===== src/pp_pkg.sv =====
// Package for the polygon perimeter block.
// Holds the controller state type and the command and status structs.
// Used by pp_ctrl, pp_dpath and polygon_perimeter; depends on nothing.
package pp_pkg;

    typedef enum logic [6:0] {
        ST_IDLE = 7'b0000001,
        ST_DIFF = 7'b0000010,
        ST_MULX = 7'b0000100,
        ST_MULY = 7'b0001000,
        ST_SQRT = 7'b0010000,
        ST_ADD  = 7'b0100000,
        ST_EMIT = 7'b1000000
    } pp_state_t;

    typedef struct packed {
        logic load;
        logic sel_close;
        logic diff;
        logic mul_x;
        logic mul_y;
        logic sqrt_step;
        logic add;
        logic emit;
    } pp_cmd_t;

    typedef struct packed {
        logic last;
        logic sqrt_last;
    } pp_status_t;

endpackage


===== src/pp_vertex_if.sv =====
// Vertex channel of the polygon perimeter block.
// Carries valid, ready and one vertex; no dependencies.
interface pp_vertex_if #(
    parameter int COORD_WIDTH = 16
);
    logic                          valid;
    logic                          ready;
    logic signed [COORD_WIDTH-1:0] vertex_x;
    logic signed [COORD_WIDTH-1:0] vertex_y;
    logic                          last_vertex;

    modport source (output valid, output vertex_x, output vertex_y, output last_vertex,
                    input ready);
    modport sink (input valid, input vertex_x, input vertex_y, input last_vertex,
                  output ready);
endinterface


===== src/pp_result_if.sv =====
// Result channel of the polygon perimeter block.
// Carries valid, ready, the perimeter and the saturation flag; no dependencies.
interface pp_result_if #(
    parameter int SUM_WIDTH = 27
);
    logic                 valid;
    logic                 ready;
    logic [SUM_WIDTH-1:0] perimeter;
    logic                 saturated;

    modport source (output valid, output perimeter, output saturated, input ready);
    modport sink (input valid, input perimeter, input saturated, output ready);
endinterface


===== src/pp_ctrl.sv =====
// Controller of the polygon perimeter block.
// Sequences each edge through difference, squares, root and sum; uses pp_pkg.
module pp_ctrl
    import pp_pkg::*;
(
    input  logic       clk,
    input  logic       rst_n,
    input  logic       in_valid,
    output logic       in_ready,
    output logic       out_valid,
    input  logic       out_ready,
    input  pp_status_t status,
    output pp_cmd_t    cmd
);

    pp_state_t state_reg, state_next;
    logic      close_reg, close_next;
    logic      out_valid_reg, out_valid_next;

    always_comb
    begin
        state_next = state_reg;
        close_next = close_reg;
        in_ready   = 1'b0;
        cmd        = '0;
        cmd.sel_close = close_reg;
        case (state_reg)
            ST_IDLE:
            begin
                in_ready = 1'b1;
                if (in_valid)
                begin
                    cmd.load   = 1'b1;
                    close_next = 1'b0;
                    state_next = ST_DIFF;
                end
            end
            ST_DIFF:
            begin
                cmd.diff   = 1'b1;
                state_next = ST_MULX;
            end
            ST_MULX:
            begin
                cmd.mul_x  = 1'b1;
                state_next = ST_MULY;
            end
            ST_MULY:
            begin
                cmd.mul_y  = 1'b1;
                state_next = ST_SQRT;
            end
            ST_SQRT:
            begin
                cmd.sqrt_step = 1'b1;
                if (status.sqrt_last)
                begin
                    state_next = ST_ADD;
                end
            end
            ST_ADD:
            begin
                cmd.add = 1'b1;
                if (close_reg)
                begin
                    state_next = ST_EMIT;
                end
                else if (status.last)
                begin
                    close_next = 1'b1;
                    state_next = ST_DIFF;
                end
                else
                begin
                    state_next = ST_IDLE;
                end
            end
            ST_EMIT:
            begin
                if (!out_valid_reg || out_ready)
                begin
                    cmd.emit   = 1'b1;
                    state_next = ST_IDLE;
                end
            end
            default:
            begin
                state_next = ST_IDLE;
            end
        endcase
    end

    always_comb
    begin
        if (cmd.emit)
        begin
            out_valid_next = 1'b1;
        end
        else if (out_ready)
        begin
            out_valid_next = 1'b0;
        end
        else
        begin
            out_valid_next = out_valid_reg;
        end
    end

    always_ff @(posedge clk or negedge rst_n)
    begin
        if (!rst_n)
        begin
            state_reg     <= ST_IDLE;
            close_reg     <= 1'b0;
            out_valid_reg <= 1'b0;
        end
        else
        begin
            state_reg     <= state_next;
            close_reg     <= close_next;
            out_valid_reg <= out_valid_next;
        end
    end

    assign out_valid = out_valid_reg;

endmodule


===== src/pp_dpath.sv =====
// Datapath of the polygon perimeter block: vertex store, shared squaring
// multiplier, one-bit-per-cycle square root, saturating sum and result register.
// Uses pp_pkg for the command and status structs.
module pp_dpath
    import pp_pkg::*;
#(
    parameter int COORD_WIDTH = 16,
    parameter int SUM_WIDTH   = 27
) (
    input  logic                          clk,
    input  logic                          rst_n,
    input  pp_cmd_t                       cmd,
    output pp_status_t                    status,
    input  logic signed [COORD_WIDTH-1:0] vertex_x,
    input  logic signed [COORD_WIDTH-1:0] vertex_y,
    input  logic                          last_vertex,
    output logic        [SUM_WIDTH-1:0]   perimeter,
    output logic                          saturated
);

    localparam int W    = COORD_WIDTH;
    localparam int RADW = 2 * W + 2;
    localparam int ROOTW = W + 1;
    localparam int REMW = W + 5;
    localparam int CW   = $clog2(W + 1);
    localparam int AW   = ((SUM_WIDTH > ROOTW) ? SUM_WIDTH : ROOTW) + 1;

    logic signed [W-1:0]    first_x_reg, first_y_reg;
    logic signed [W-1:0]    prev_x_reg, prev_y_reg;
    logic signed [W-1:0]    cur_x_reg, cur_y_reg;
    logic                   last_reg;
    logic                   have_first_reg;
    logic [W-1:0]           dx_reg, dy_reg;
    logic [2*W-1:0]         sq_reg;
    logic [RADW-1:0]        rad_reg;
    logic [REMW-1:0]        rem_reg;
    logic [ROOTW-1:0]       root_reg;
    logic [CW-1:0]          cnt_reg;
    logic [SUM_WIDTH-1:0]   sum_reg;
    logic                   clipped_reg;
    logic [SUM_WIDTH-1:0]   perim_reg;
    logic                   sat_reg;

    logic signed [W-1:0]    ref_x, ref_y;
    logic signed [W:0]      diff_x, diff_y;
    logic [W:0]             mag_x, mag_y;
    logic [W-1:0]           mul_op;
    logic [2*W-1:0]         prod;
    logic [REMW-1:0]        rem_sh, trial;
    logic                   take;
    logic [AW-1:0]          sum_ext, sum_max;

    assign ref_x  = cmd.sel_close ? first_x_reg : prev_x_reg;
    assign ref_y  = cmd.sel_close ? first_y_reg : prev_y_reg;
    assign diff_x = {cur_x_reg[W-1], cur_x_reg} - {ref_x[W-1], ref_x};
    assign diff_y = {cur_y_reg[W-1], cur_y_reg} - {ref_y[W-1], ref_y};
    assign mag_x  = diff_x[W] ? (~diff_x + 1'b1) : diff_x;
    assign mag_y  = diff_y[W] ? (~diff_y + 1'b1) : diff_y;

    assign mul_op = cmd.mul_y ? dy_reg : dx_reg;
    assign prod   = {{W{1'b0}}, mul_op} * {{W{1'b0}}, mul_op};

    assign rem_sh = {rem_reg[REMW-3:0], rad_reg[RADW-1:RADW-2]};
    assign trial  = {{(REMW-ROOTW-2){1'b0}}, root_reg, 2'b01};
    assign take   = (rem_sh >= trial);

    assign sum_ext = {{(AW-SUM_WIDTH){1'b0}}, sum_reg} + {{(AW-ROOTW){1'b0}}, root_reg};
    assign sum_max = {{(AW-SUM_WIDTH){1'b0}}, {SUM_WIDTH{1'b1}}};

    always_ff @(posedge clk or negedge rst_n)
    begin
        if (!rst_n)
        begin
            have_first_reg <= 1'b0;
        end
        else if (cmd.emit)
        begin
            have_first_reg <= 1'b0;
        end
        else if (cmd.load)
        begin
            have_first_reg <= 1'b1;
        end
    end

    always_ff @(posedge clk)
    begin
        if (cmd.load)
        begin
            cur_x_reg <= vertex_x;
            cur_y_reg <= vertex_y;
            last_reg  <= last_vertex;
            if (!have_first_reg)
            begin
                first_x_reg <= vertex_x;
                first_y_reg <= vertex_y;
                prev_x_reg  <= vertex_x;
                prev_y_reg  <= vertex_y;
                sum_reg     <= '0;
                clipped_reg <= 1'b0;
            end
        end
        if (cmd.diff)
        begin
            dx_reg <= mag_x[W-1:0];
            dy_reg <= mag_y[W-1:0];
        end
        if (cmd.mul_x)
        begin
            sq_reg <= prod;
        end
        if (cmd.mul_y)
        begin
            rad_reg  <= {2'b00, sq_reg} + {2'b00, prod};
            rem_reg  <= '0;
            root_reg <= '0;
            cnt_reg  <= '0;
        end
        if (cmd.sqrt_step)
        begin
            rad_reg  <= {rad_reg[RADW-3:0], 2'b00};
            rem_reg  <= take ? (rem_sh - trial) : rem_sh;
            root_reg <= {root_reg[ROOTW-2:0], take};
            cnt_reg  <= cnt_reg + 1'b1;
        end
        if (cmd.add)
        begin
            if (sum_ext > sum_max)
            begin
                sum_reg     <= {SUM_WIDTH{1'b1}};
                clipped_reg <= 1'b1;
            end
            else
            begin
                sum_reg <= sum_ext[SUM_WIDTH-1:0];
            end
            if (!cmd.sel_close)
            begin
                prev_x_reg <= cur_x_reg;
                prev_y_reg <= cur_y_reg;
            end
        end
        if (cmd.emit)
        begin
            perim_reg <= sum_reg;
            sat_reg   <= clipped_reg;
        end
    end

    assign status.last      = last_reg;
    assign status.sqrt_last = (cnt_reg == CW'(W));
    assign perimeter        = perim_reg;
    assign saturated        = sat_reg;

endmodule


===== src/polygon_perimeter.sv =====
// Top level of the polygon perimeter block.
// Joins pp_ctrl and pp_dpath to the vertex and result channels.
// Depends on pp_pkg, pp_vertex_if, pp_result_if, pp_ctrl and pp_dpath.
//
// Vertices arrive on the vertex channel, one per transfer, as signed
// fixed-point coordinates with four fractional bits; last_vertex closes the
// polygon. Each closed polygon gives one transfer on the result channel:
// the perimeter in the same units, saturated at its maximum, and a flag
// that tells whether the sum was clipped.
// Each edge's time is set by the square root, which settles one bit of the
// root per cycle, and by the single squaring multiplier, used once for each
// axis. A vertex is taken only while no edge is in progress, so a new vertex
// waits until the edge of the one before is done. A last vertex also runs
// the closing edge, and only then is its result shown.
// The result is held in an output register: the next polygon's vertices
// are taken while it waits, and only the next result stalls until the
// receiver has taken it. Reset empties the output and starts a new polygon.
module polygon_perimeter
    import pp_pkg::*;
#(
    parameter int COORD_WIDTH = 16,
    parameter int SUM_WIDTH   = 27
) (
    input  logic        clk,
    input  logic        rst_n,
    pp_vertex_if.sink   vertex,
    pp_result_if.source result
);

    pp_cmd_t    cmd;
    pp_status_t status;

    pp_ctrl u_ctrl (
        .clk       (clk),
        .rst_n     (rst_n),
        .in_valid  (vertex.valid),
        .in_ready  (vertex.ready),
        .out_valid (result.valid),
        .out_ready (result.ready),
        .status    (status),
        .cmd       (cmd)
    );

    pp_dpath #(
        .COORD_WIDTH (COORD_WIDTH),
        .SUM_WIDTH   (SUM_WIDTH)
    ) u_dpath (
        .clk         (clk),
        .rst_n       (rst_n),
        .cmd         (cmd),
        .status      (status),
        .vertex_x    (vertex.vertex_x),
        .vertex_y    (vertex.vertex_y),
        .last_vertex (vertex.last_vertex),
        .perimeter   (result.perimeter),
        .saturated   (result.saturated)
    );

    // A clipped sum always reads as the top of the range.
    assert property (@(posedge clk) disable iff (!rst_n)
        result.valid && result.saturated |-> (&result.perimeter))
        else $error("saturated result without full-scale perimeter");

    // After a vertex transfer the block is busy with its edge.
    assert property (@(posedge clk) disable iff (!rst_n)
        vertex.valid && vertex.ready |=> !vertex.ready)
        else $error("vertex taken while an edge is in progress");

    // A new result appears only where the controller loads one.
    assert property (@(posedge clk) disable iff (!rst_n)
        $rose(result.valid) |-> $past(cmd.emit))
        else $error("result shown without a load of the output register");

endmodule


===== src/flat_wrapper.sv =====
// flat-port wrapper written by rule: the top's interface ports become plain ports
module polygon_perimeter_flat import pp_pkg::*;
#(
    parameter int COORD_WIDTH = 16,
    parameter int SUM_WIDTH   = 27
)
  (clk, rst_n, vertex_valid, vertex_vertex_x, vertex_vertex_y, vertex_last_vertex, vertex_ready, result_valid, result_perimeter, result_saturated, result_ready);
  pp_vertex_if #(.COORD_WIDTH(COORD_WIDTH)) vertex_i ();
  pp_result_if #(.SUM_WIDTH(SUM_WIDTH)) result_i ();
  input  logic clk;
  input  logic rst_n;
  input wire logic [$bits(vertex_i.valid)-1:0] vertex_valid;
  input wire logic [$bits(vertex_i.vertex_x)-1:0] vertex_vertex_x;
  input wire logic [$bits(vertex_i.vertex_y)-1:0] vertex_vertex_y;
  input wire logic [$bits(vertex_i.last_vertex)-1:0] vertex_last_vertex;
  output wire logic [$bits(vertex_i.ready)-1:0] vertex_ready;
  output wire logic [$bits(result_i.valid)-1:0] result_valid;
  output wire logic [$bits(result_i.perimeter)-1:0] result_perimeter;
  output wire logic [$bits(result_i.saturated)-1:0] result_saturated;
  input wire logic [$bits(result_i.ready)-1:0] result_ready;
  assign vertex_i.valid = vertex_valid;
  assign vertex_i.vertex_x = vertex_vertex_x;
  assign vertex_i.vertex_y = vertex_vertex_y;
  assign vertex_i.last_vertex = vertex_last_vertex;
  assign vertex_ready = vertex_i.ready;
  assign result_valid = result_i.valid;
  assign result_perimeter = result_i.perimeter;
  assign result_saturated = result_i.saturated;
  assign result_i.ready = result_ready;
  polygon_perimeter #(.COORD_WIDTH(COORD_WIDTH), .SUM_WIDTH(SUM_WIDTH)) u_core (.clk(clk), .rst_n(rst_n), .vertex(vertex_i), .result(result_i));
endmodule

===== config.mk =====
export PLATFORM = sky130hd
export DESIGN_NAME = polygon_perimeter_flat
export DESIGN_NICKNAME = d
export VERILOG_FILES = /design/src/pp_pkg.sv /design/src/pp_vertex_if.sv /design/src/pp_result_if.sv /design/src/pp_ctrl.sv /design/src/pp_dpath.sv /design/src/polygon_perimeter.sv /design/src/flat_wrapper.sv
export SDC_FILE = /design/constraint.sdc
export NUM_CORES = 1
export LEC_CHECK = 0
export ABC_AREA = 1
export BUFFER_PORTS_ARGS = -buffer_cell sky130_fd_sc_hd__buf_2
export CAP_MARGIN = 30
export CORE_ASPECT_RATIO = 1.1
export CORE_MARGIN = 4
export CORE_UTILIZATION = 50
export DETAILED_ROUTE_END_ITERATION = 16
export PLACE_DENSITY = 0.68
export SLEW_MARGIN = 40
export SYNTH_ARGS = -nofsm -noshare
export SYNTH_HDL_FRONTEND = slang
export SYNTH_HIERARCHICAL = 1
export SYNTH_SLANG_ARGS = --single-unit

===== constraint.sdc =====
create_clock -name clk -period 9.7 [get_ports clk]
set_input_delay 1.455 -clock clk [delete_from_list [all_inputs] [get_ports clk]]
set_output_delay 1.455 -clock clk [all_outputs]
set_load 0.01 [all_outputs]

==> results of run 1 <==
-- worst max-delay path, delay by kind of cell (launching register included) --
kind	cells	cell delay (ps)
fa+ha+maj	8	3800
flops	1	420
xor+xnor	1	370
buf+inv	9	1210
simple gates	13	1920
compound gates	6	1070
-- cells in the final DEF, fill, tap and decap left out, types with 5 or more instances in the layout --
cell,instances
ha_1,204
inv_2,9
or2_1,5
clkinv_1,10
dfxtp_1,35
a21o_1,18
nand4_1,29
nand2_1,602
nor4_1,9
buf_4,18
nor3_1,17
inv_1,507
xor2_1,68
o21ai_1,11
xnor2_1,38
o31ai_1,7
clkinv_2,7
fa_1,164
or2_2,13
edfxtp_1,256
o21a_1,5
o21bai_1,10
nor2_4,8
clkbuf_16,36
nand3_1,116
clkbuf_1,5
o21ai_2,12
nor2_2,12
a31oi_1,8
a21oi_1,194
dfrtp_1,9
nor2_1,311
buf_2,66
nand2_2,10
o21ai_0,183
-- kinds of logic after synthesis --
group,share of synthesized area [%]
and+or+nand+nor,19.1
buffers and inverters,8.86
AOI/OAI and AO/OA,10.2
adders and majority gates,23.4
DFF,34.6
xor gates and xnor gates,3.75
muxes,0.160
-- layer usage --
layer	global-route usage [%]	vias up
li1	-	9747
met1	29.0	9347
met2	37.6	541
met3	3.50	135
met4	8.08	0
met5	0	-
-- stage by stage --
stage	setup WS, ps	area [um2]	cells	utilization [%]
3_5_place_dp	537	26100	3654	53.0
4_1_cts	518	27200	3717	55.4
2_1_floorplan	1840	25000	2969	-
6_report	640	27200	3717	55.4
3_3_place_gp	548	26000	3654	53.0
5_1_grt	68.5	27200	3717	55.4
-- worst paths after layout --
check,start,to,slack [ps]
setup / recovery,u_core/u_ctrl/state_reg[4],u_core/u_dpath/rad_reg[28],640
setup reg to reg,u_core/u_ctrl/state_reg[4],u_core/u_dpath/rad_reg[28],640
min in group asynchronous,rst_n,u_core/u_ctrl/out_valid,760
hold / removal,u_core/u_dpath/clipped_reg,u_core/u_dpath/saturated,440
hold reg to reg,u_core/u_dpath/clipped_reg,u_core/u_dpath/saturated,440
max in group asynchronous,rst_n,u_core/u_ctrl/state_reg[0],8660
-- layout make-up --
cell class | count | area [um2]
clock buffers | 42 | 933
clock inverters | 21 | 229
fillers | 4546 | 21900
inverters | 523 | 1970
multi-input cells | 2093 | 14200
flip-flops and latches | 301 | 8640
well taps | 652 | 816
repair buffers | 85 | 477
==> results.sh, run 1 <==
export IMPL_status="completed"
export IMPL_wl_met2_mm=28.7
export IMPL_cts_resized_gates=0
export IMPL_cp_arrival_ps=9350
export IMPL_tritoncts="yes"
export IMPL_cp_max_fo=18
export IMPL_cap_violations=0
export IMPL_synth_edf_count=256
export IMPL_drt_initial_drc_count=1290
export IMPL_synth_seq_cells=301
export IMPL_min_path_type="flip-flop to flip-flop"
export IMPL_wl_met3_mm=2.96
export IMPL_antenna_found_initial=0
export IMPL_reg2regPathDepth=37
export IMPL_yosys_warnings=6
export IMPL_grt_first_pass_wirelength_mm=99.2
export IMPL_overflow=0
export IMPL_syn_to_final_growth_pct=9.07
export IMPL_drc_errors=0
export IMPL_wl_per_cell_um=16.1
export IMPL_root_buffer="clkbuf_16"
export IMPL_grt_pass1_vias=19993
export IMPL_nets=3444
export IMPL_hold_worst_slack_ps=440
export IMPL_worst_pin_slew_ps=788
export IMPL_clock_sinks=301
export IMPL_period_share_pct=93.4
export IMPL_syn_nets=3374
export IMPL_first_pass_iters=6
export IMPL_synth_seq_area_share_pct=34.6
export IMPL_finalWorstPathRequiredPeriod_ps=9060
export IMPL_syn_area_mm2=0.0250
export IMPL_slowest_stage="fa_1"
export IMPL_synth_cells=2969
export IMPL_grt_use_total_pct=22.2
export IMPL_top_layer_used="met4"
export IMPL_clock_fmax_mhz=110
export IMPL_ant_nets=0
export IMPL_synth_flop_cell="edfxtp_1"
export IMPL_synth_cell_type_count=52
export IMPL_ctsHoldBuffers=0
export IMPL_cp_start_kind="flip-flop"
export IMPL_via_count=19770
export IMPL_synth_top_cells_by_count="604 x nand2_1, 507 x inv_1, 314 x nor2_1"
export IMPL_fp_dieH_um=242
export IMPL_max_stage_delay_ps=570
export IMPL_grt_start_max_net_pins=91
export IMPL_die_w_um=221
export IMPL_drive_gt1_share_pct=7.11
export IMPL_rsz0062_at_grt="false"
export IMPL_crit_type="flip-flop to flip-flop"
export IMPL_yosys_cell_count_top_type="nand2_1"
export IMPL_largest_reg_flops=34
export IMPL_postSynth_asyncResetShare_pct=3.32
export IMPL_gp_congestion=0.961
export IMPL_slew_violations=0
export IMPL_vias_per_cell=5.32
export IMPL_fin_worst_skew_ps=21.1
export IMPL_finalHoldViolations=0
export IMPL_wirelength_met1_mm=26.2
export IMPL_setup_viol=0
export IMPL_cts_setup_buffers=0
export IMPL_hold_depth=0
export IMPL_port_buffers=66
export IMPL_crit_path_frequent_cell="inv_1"
export IMPL_slew_headroom_pct=46.9
export IMPL_ios=67
export IMPL_place_hpwl_mm=47.2
export IMPL_antenna_cells=0
export IMPL_crit_path_end_kind="flip-flop"
export IMPL_die_area_mm2=0.0536
export IMPL_start_util_pct=50.8
export IMPL_syn_mean_instance_area_um2=8.41
export IMPL_cts_buffers=35
export IMPL_fin_tns_setup_ps=0
export IMPL_clockBufferDepth=3
export IMPL_synthTopCellsByArea="edfxtp_1 31%, fa_1 13%, ha_1 10%"
export IMPL_htree_num_levels=2
export IMPL_synth_area_leader_cell="edfxtp_1"
export IMPL_core_area_mm2=0.0491
export IMPL_totalWireLength_mm=60.0
export IMPL_cts_clk_slew_worst_paths_ps=60
export IMPL_required_ps=9990
export IMPL_synth_top_area_share_pct=30.8
export IMPL_rows=85
export IMPL_clk_insertion_delay_late_ps=550
Power of run 1 is not shown: default switching activity piles up to over one toggle a cycle in this logic, so the estimate is an artifact.
==> inputs of run 2 (changes only) <==
--- a/config.mk
+++ b/config.mk
@@ -5,7 +5,6 @@
 export SDC_FILE = /design/constraint.sdc
 export NUM_CORES = 1
 export LEC_CHECK = 0
-export ABC_AREA = 1
 export BUFFER_PORTS_ARGS = -buffer_cell sky130_fd_sc_hd__buf_2
 export CAP_MARGIN = 30
 export CORE_ASPECT_RATIO = 1.1
@@ -13,6 +12,7 @@
 export CORE_UTILIZATION = 50
 export DETAILED_ROUTE_END_ITERATION = 16
 export PLACE_DENSITY = 0.68
+export SETUP_SLACK_MARGIN = 0.05
 export SLEW_MARGIN = 40
 export SYNTH_ARGS = -nofsm -noshare
 export SYNTH_HDL_FRONTEND = slang
==> constraint.sdc (replaced) <==
create_clock -name clk -period 10.5 [get_ports clk]
set_input_delay 1.575 -clock clk [delete_from_list [all_inputs] [get_ports clk]]
set_output_delay 1.575 -clock clk [all_outputs]
set_load 0.01 [all_outputs]
==> run 2 against run 1 <==
Compared with the run above: highest routed layer unchanged; setup slack got worse by 7.7 ps; final cell count shrank 20%; synthesized area decreased by 5.6%; sequential cell count is the same; cell area down 4.8%; clock skew is 1.1 ps lower; clock-buffer cell count is 2 lower; first-iteration DRC count decreased by 41%.
==> results.sh, run 2 <==
export IMPL_status="completed"
export IMPL_fp_dieH_um=236
export IMPL_synth_cell_type_count=84
export IMPL_layout_common_cells="309 x inv_1, 256 x edfxtp_1, 204 x ha_1, 193 x nor2_1, 177 x nand2_1"
export IMPL_grt_use_total_pct=19.2
export IMPL_cp_arrival_ps=10270
export IMPL_slew_headroom_pct=49.9
export IMPL_drive_gt1_share_pct=8.77
export IMPL_nets=2762
export IMPL_ios=67
export IMPL_min_path_type="flip-flop to flip-flop"
export IMPL_antenna_found_initial=0
export IMPL_rsz0062_at_grt="false"
export IMPL_gp_congestion=0.884
export IMPL_syn_nets=2684
export IMPL_grt_pass1_vias=16760
export IMPL_yosys_warnings=6
export IMPL_clock_fmax_mhz=101
export IMPL_slew_violations=0
export IMPL_fin_tns_setup_ps=0
export IMPL_synth_top_area_share_pct=32.6
export IMPL_n_fill_cell=3982
export IMPL_synth_top_cells_by_count="313 x inv_1, 256 x edfxtp_1, 204 x ha_1"
export IMPL_via_count=16150
export IMPL_cap_violations=0
export IMPL_port_buffers=66
export IMPL_synth_edf_count=256
export IMPL_slowest_stage="fa_1"
export IMPL_start_util_pct=50.6
export IMPL_grt_start_max_net_pins=80
export IMPL_final_common_cell="inv_1"
export IMPL_wl_per_cell_um=16.1
export IMPL_die_area_mm2=0.0507
export IMPL_vias_per_cell=5.42
export IMPL_die_w_um=215
export IMPL_clk_insertion_delay_late_ps=550
export IMPL_largest_reg_flops=34
export IMPL_ctsHoldBuffers=0
export IMPL_cts_setup_buffers=0
export IMPL_root_buffer="clkbuf_16"
export IMPL_synth_cells=2279
export IMPL_synth_seq_area_share_pct=36.6
export IMPL_setup_viol=0
export IMPL_syn_area_mm2=0.0236
export IMPL_max_stage_delay_ps=550
export IMPL_grt_first_pass_wirelength_mm=81.7
export IMPL_htree_num_levels=2
export IMPL_syn_mean_instance_area_um2=10.3
export IMPL_synth_flop_cell="edfxtp_1"
export IMPL_postSynth_asyncResetShare_pct=3.32
export IMPL_tritoncts="yes"
export IMPL_synth_area_leader_cell="edfxtp_1"
export IMPL_crit_type="flip-flop to flip-flop"
export IMPL_period_share_pct=94.0
export IMPL_cp_max_fo=26
export IMPL_synthTopCellsByArea="edfxtp_1 33%, fa_1 14%, ha_1 11%"
export IMPL_overflow=0
export IMPL_totalWireLength_mm=48.0
export IMPL_core_area_mm2=0.0466
export IMPL_cts_buffers=35
export IMPL_drt_initial_drc_count=764
export IMPL_first_pass_iters=7
export IMPL_rows=83
export IMPL_clock_sinks=301
export IMPL_synth_seq_cells=301
export IMPL_fin_worst_skew_ps=20.0
export IMPL_worst_pin_slew_ps=751
export IMPL_required_ps=10900
export IMPL_syn_to_final_growth_pct=9.94
export IMPL_ant_nets=0
export IMPL_drc_errors=0
export IMPL_crit_path_end_kind="flip-flop"
export IMPL_finalHoldViolations=0
export IMPL_yosys_cell_count_top_type="inv_1"
export IMPL_cp_start_kind="flip-flop"
export IMPL_finalWorstPathRequiredPeriod_ps=9870
export IMPL_clockBufferDepth=3
export IMPL_place_hpwl_mm=36.7
export IMPL_antenna_cells=0
export IMPL_cts_clk_slew_worst_paths_ps=60
==> run 2: cell count changes in the layout (fill, tap and decap cells not counted), sizes merged, moves of 26 or more <==
cell | before | now
mux2i | 4 | 97
nand3 | 118 | 21
nand2 | 616 | 178
xnor2 | 39 | 89
a21oi | 197 | 102
o21ai | 206 | 111
nor2b | 1 | 40
and2 | 1 | 29
nor2 | 331 | 197
a21o | 18 | 44
inv | 519 | 319
==> run 2: critical path, delay by kind of cell, from the launching register on <==
family / cells / cell delay (ps)
DFF: 1 / 430
buffers and inverters: 8 / 610
and+or+nand+nor: 12 / 2320
muxes: 2 / 640
AOI/OAI and AO/OA: 8 / 1940
adders and majority gates: 8 / 3760
==> run 2: what timing repair did <==
action                                  4_1_cts  5_1_grt
gates resized for setup                       1       12
pin swaps                                     0        0
endpoints found under the setup margin        1        9
==> run 2: cell type report <==
type / instances / area, um2 / share of cell area [%]
multi-input combinational: 1604 / 13600 / 52.5
sequential: 301 / 8640 / 33.3
inverter: 321 / 1210 / 4.68
clock buffer: 40 / 895 / 3.45
tap: 595 / 744 / 2.87
timing repair buffer: 94 / 566 / 2.18
clock inverter: 23 / 263 / 1.01
==> run 2: logic make-up (layout without fill, tap and decap cells) <==
kind of cell / Yosys count / in the layout / synth area share [%]
muxes: 111 / 111 / 4.79
xor gates and xnor gates: 140 / 140 / 5.20
DFF: 301 / 301 / 36.6
adders and majority gates: 368 / 368 / 24.7
buffers and inverters: 374 / 478 / 6.01
AOI/OAI and AO/OA: 398 / 398 / 10.9
and+or+nand+nor: 587 / 587 / 11.7
==> run 2: routing by layer <==
layer / vias to the layer above / track usage, % / part of all wire (%)
li1: 7976 / - / -
met1: 7786 / 24.0 / 44
met2: 280 / 33.9 / 49
met3: 108 / 2.51 / 3.3
met4: 0 / 7.32 / 3.6
met5: - / 0 / 0
==> run 2: metrics by stage <==
stage	utilization [%]	worst slack [ps]	cell area, um2	hold WS, ps	instances
final	55.6	632	25900	453	2978
after global routing	55.6	64.9	25900	460	2978
after CTS	55.5	167	25900	460	2978
after detailed placement	53.0	143	24700	449	2915
after global placement	53.0	353	24700	445	2914
after floorplan	-	331	23600	409	2279
==> run 2: final timing paths <==
check / start / to / slack, ps / cells past startpoint
max in group asynchronous: rst_n / u_core/u_ctrl/state_reg[0] / 9360 / 1
min reg2reg: u_core/u_dpath/clipped_reg / u_core/u_dpath/saturated / 450 / 0
min: u_core/u_dpath/clipped_reg / u_core/u_dpath/saturated / 450 / 0
max: u_core/u_ctrl/state_reg[1] / u_core/u_dpath/rad_reg[30] / 630 / 38
max reg2reg: u_core/u_ctrl/state_reg[1] / u_core/u_dpath/rad_reg[30] / 630 / 38
min in group asynchronous: rst_n / u_core/u_ctrl/out_valid / 880 / 1
Power of run 2 is left out for the same reason.
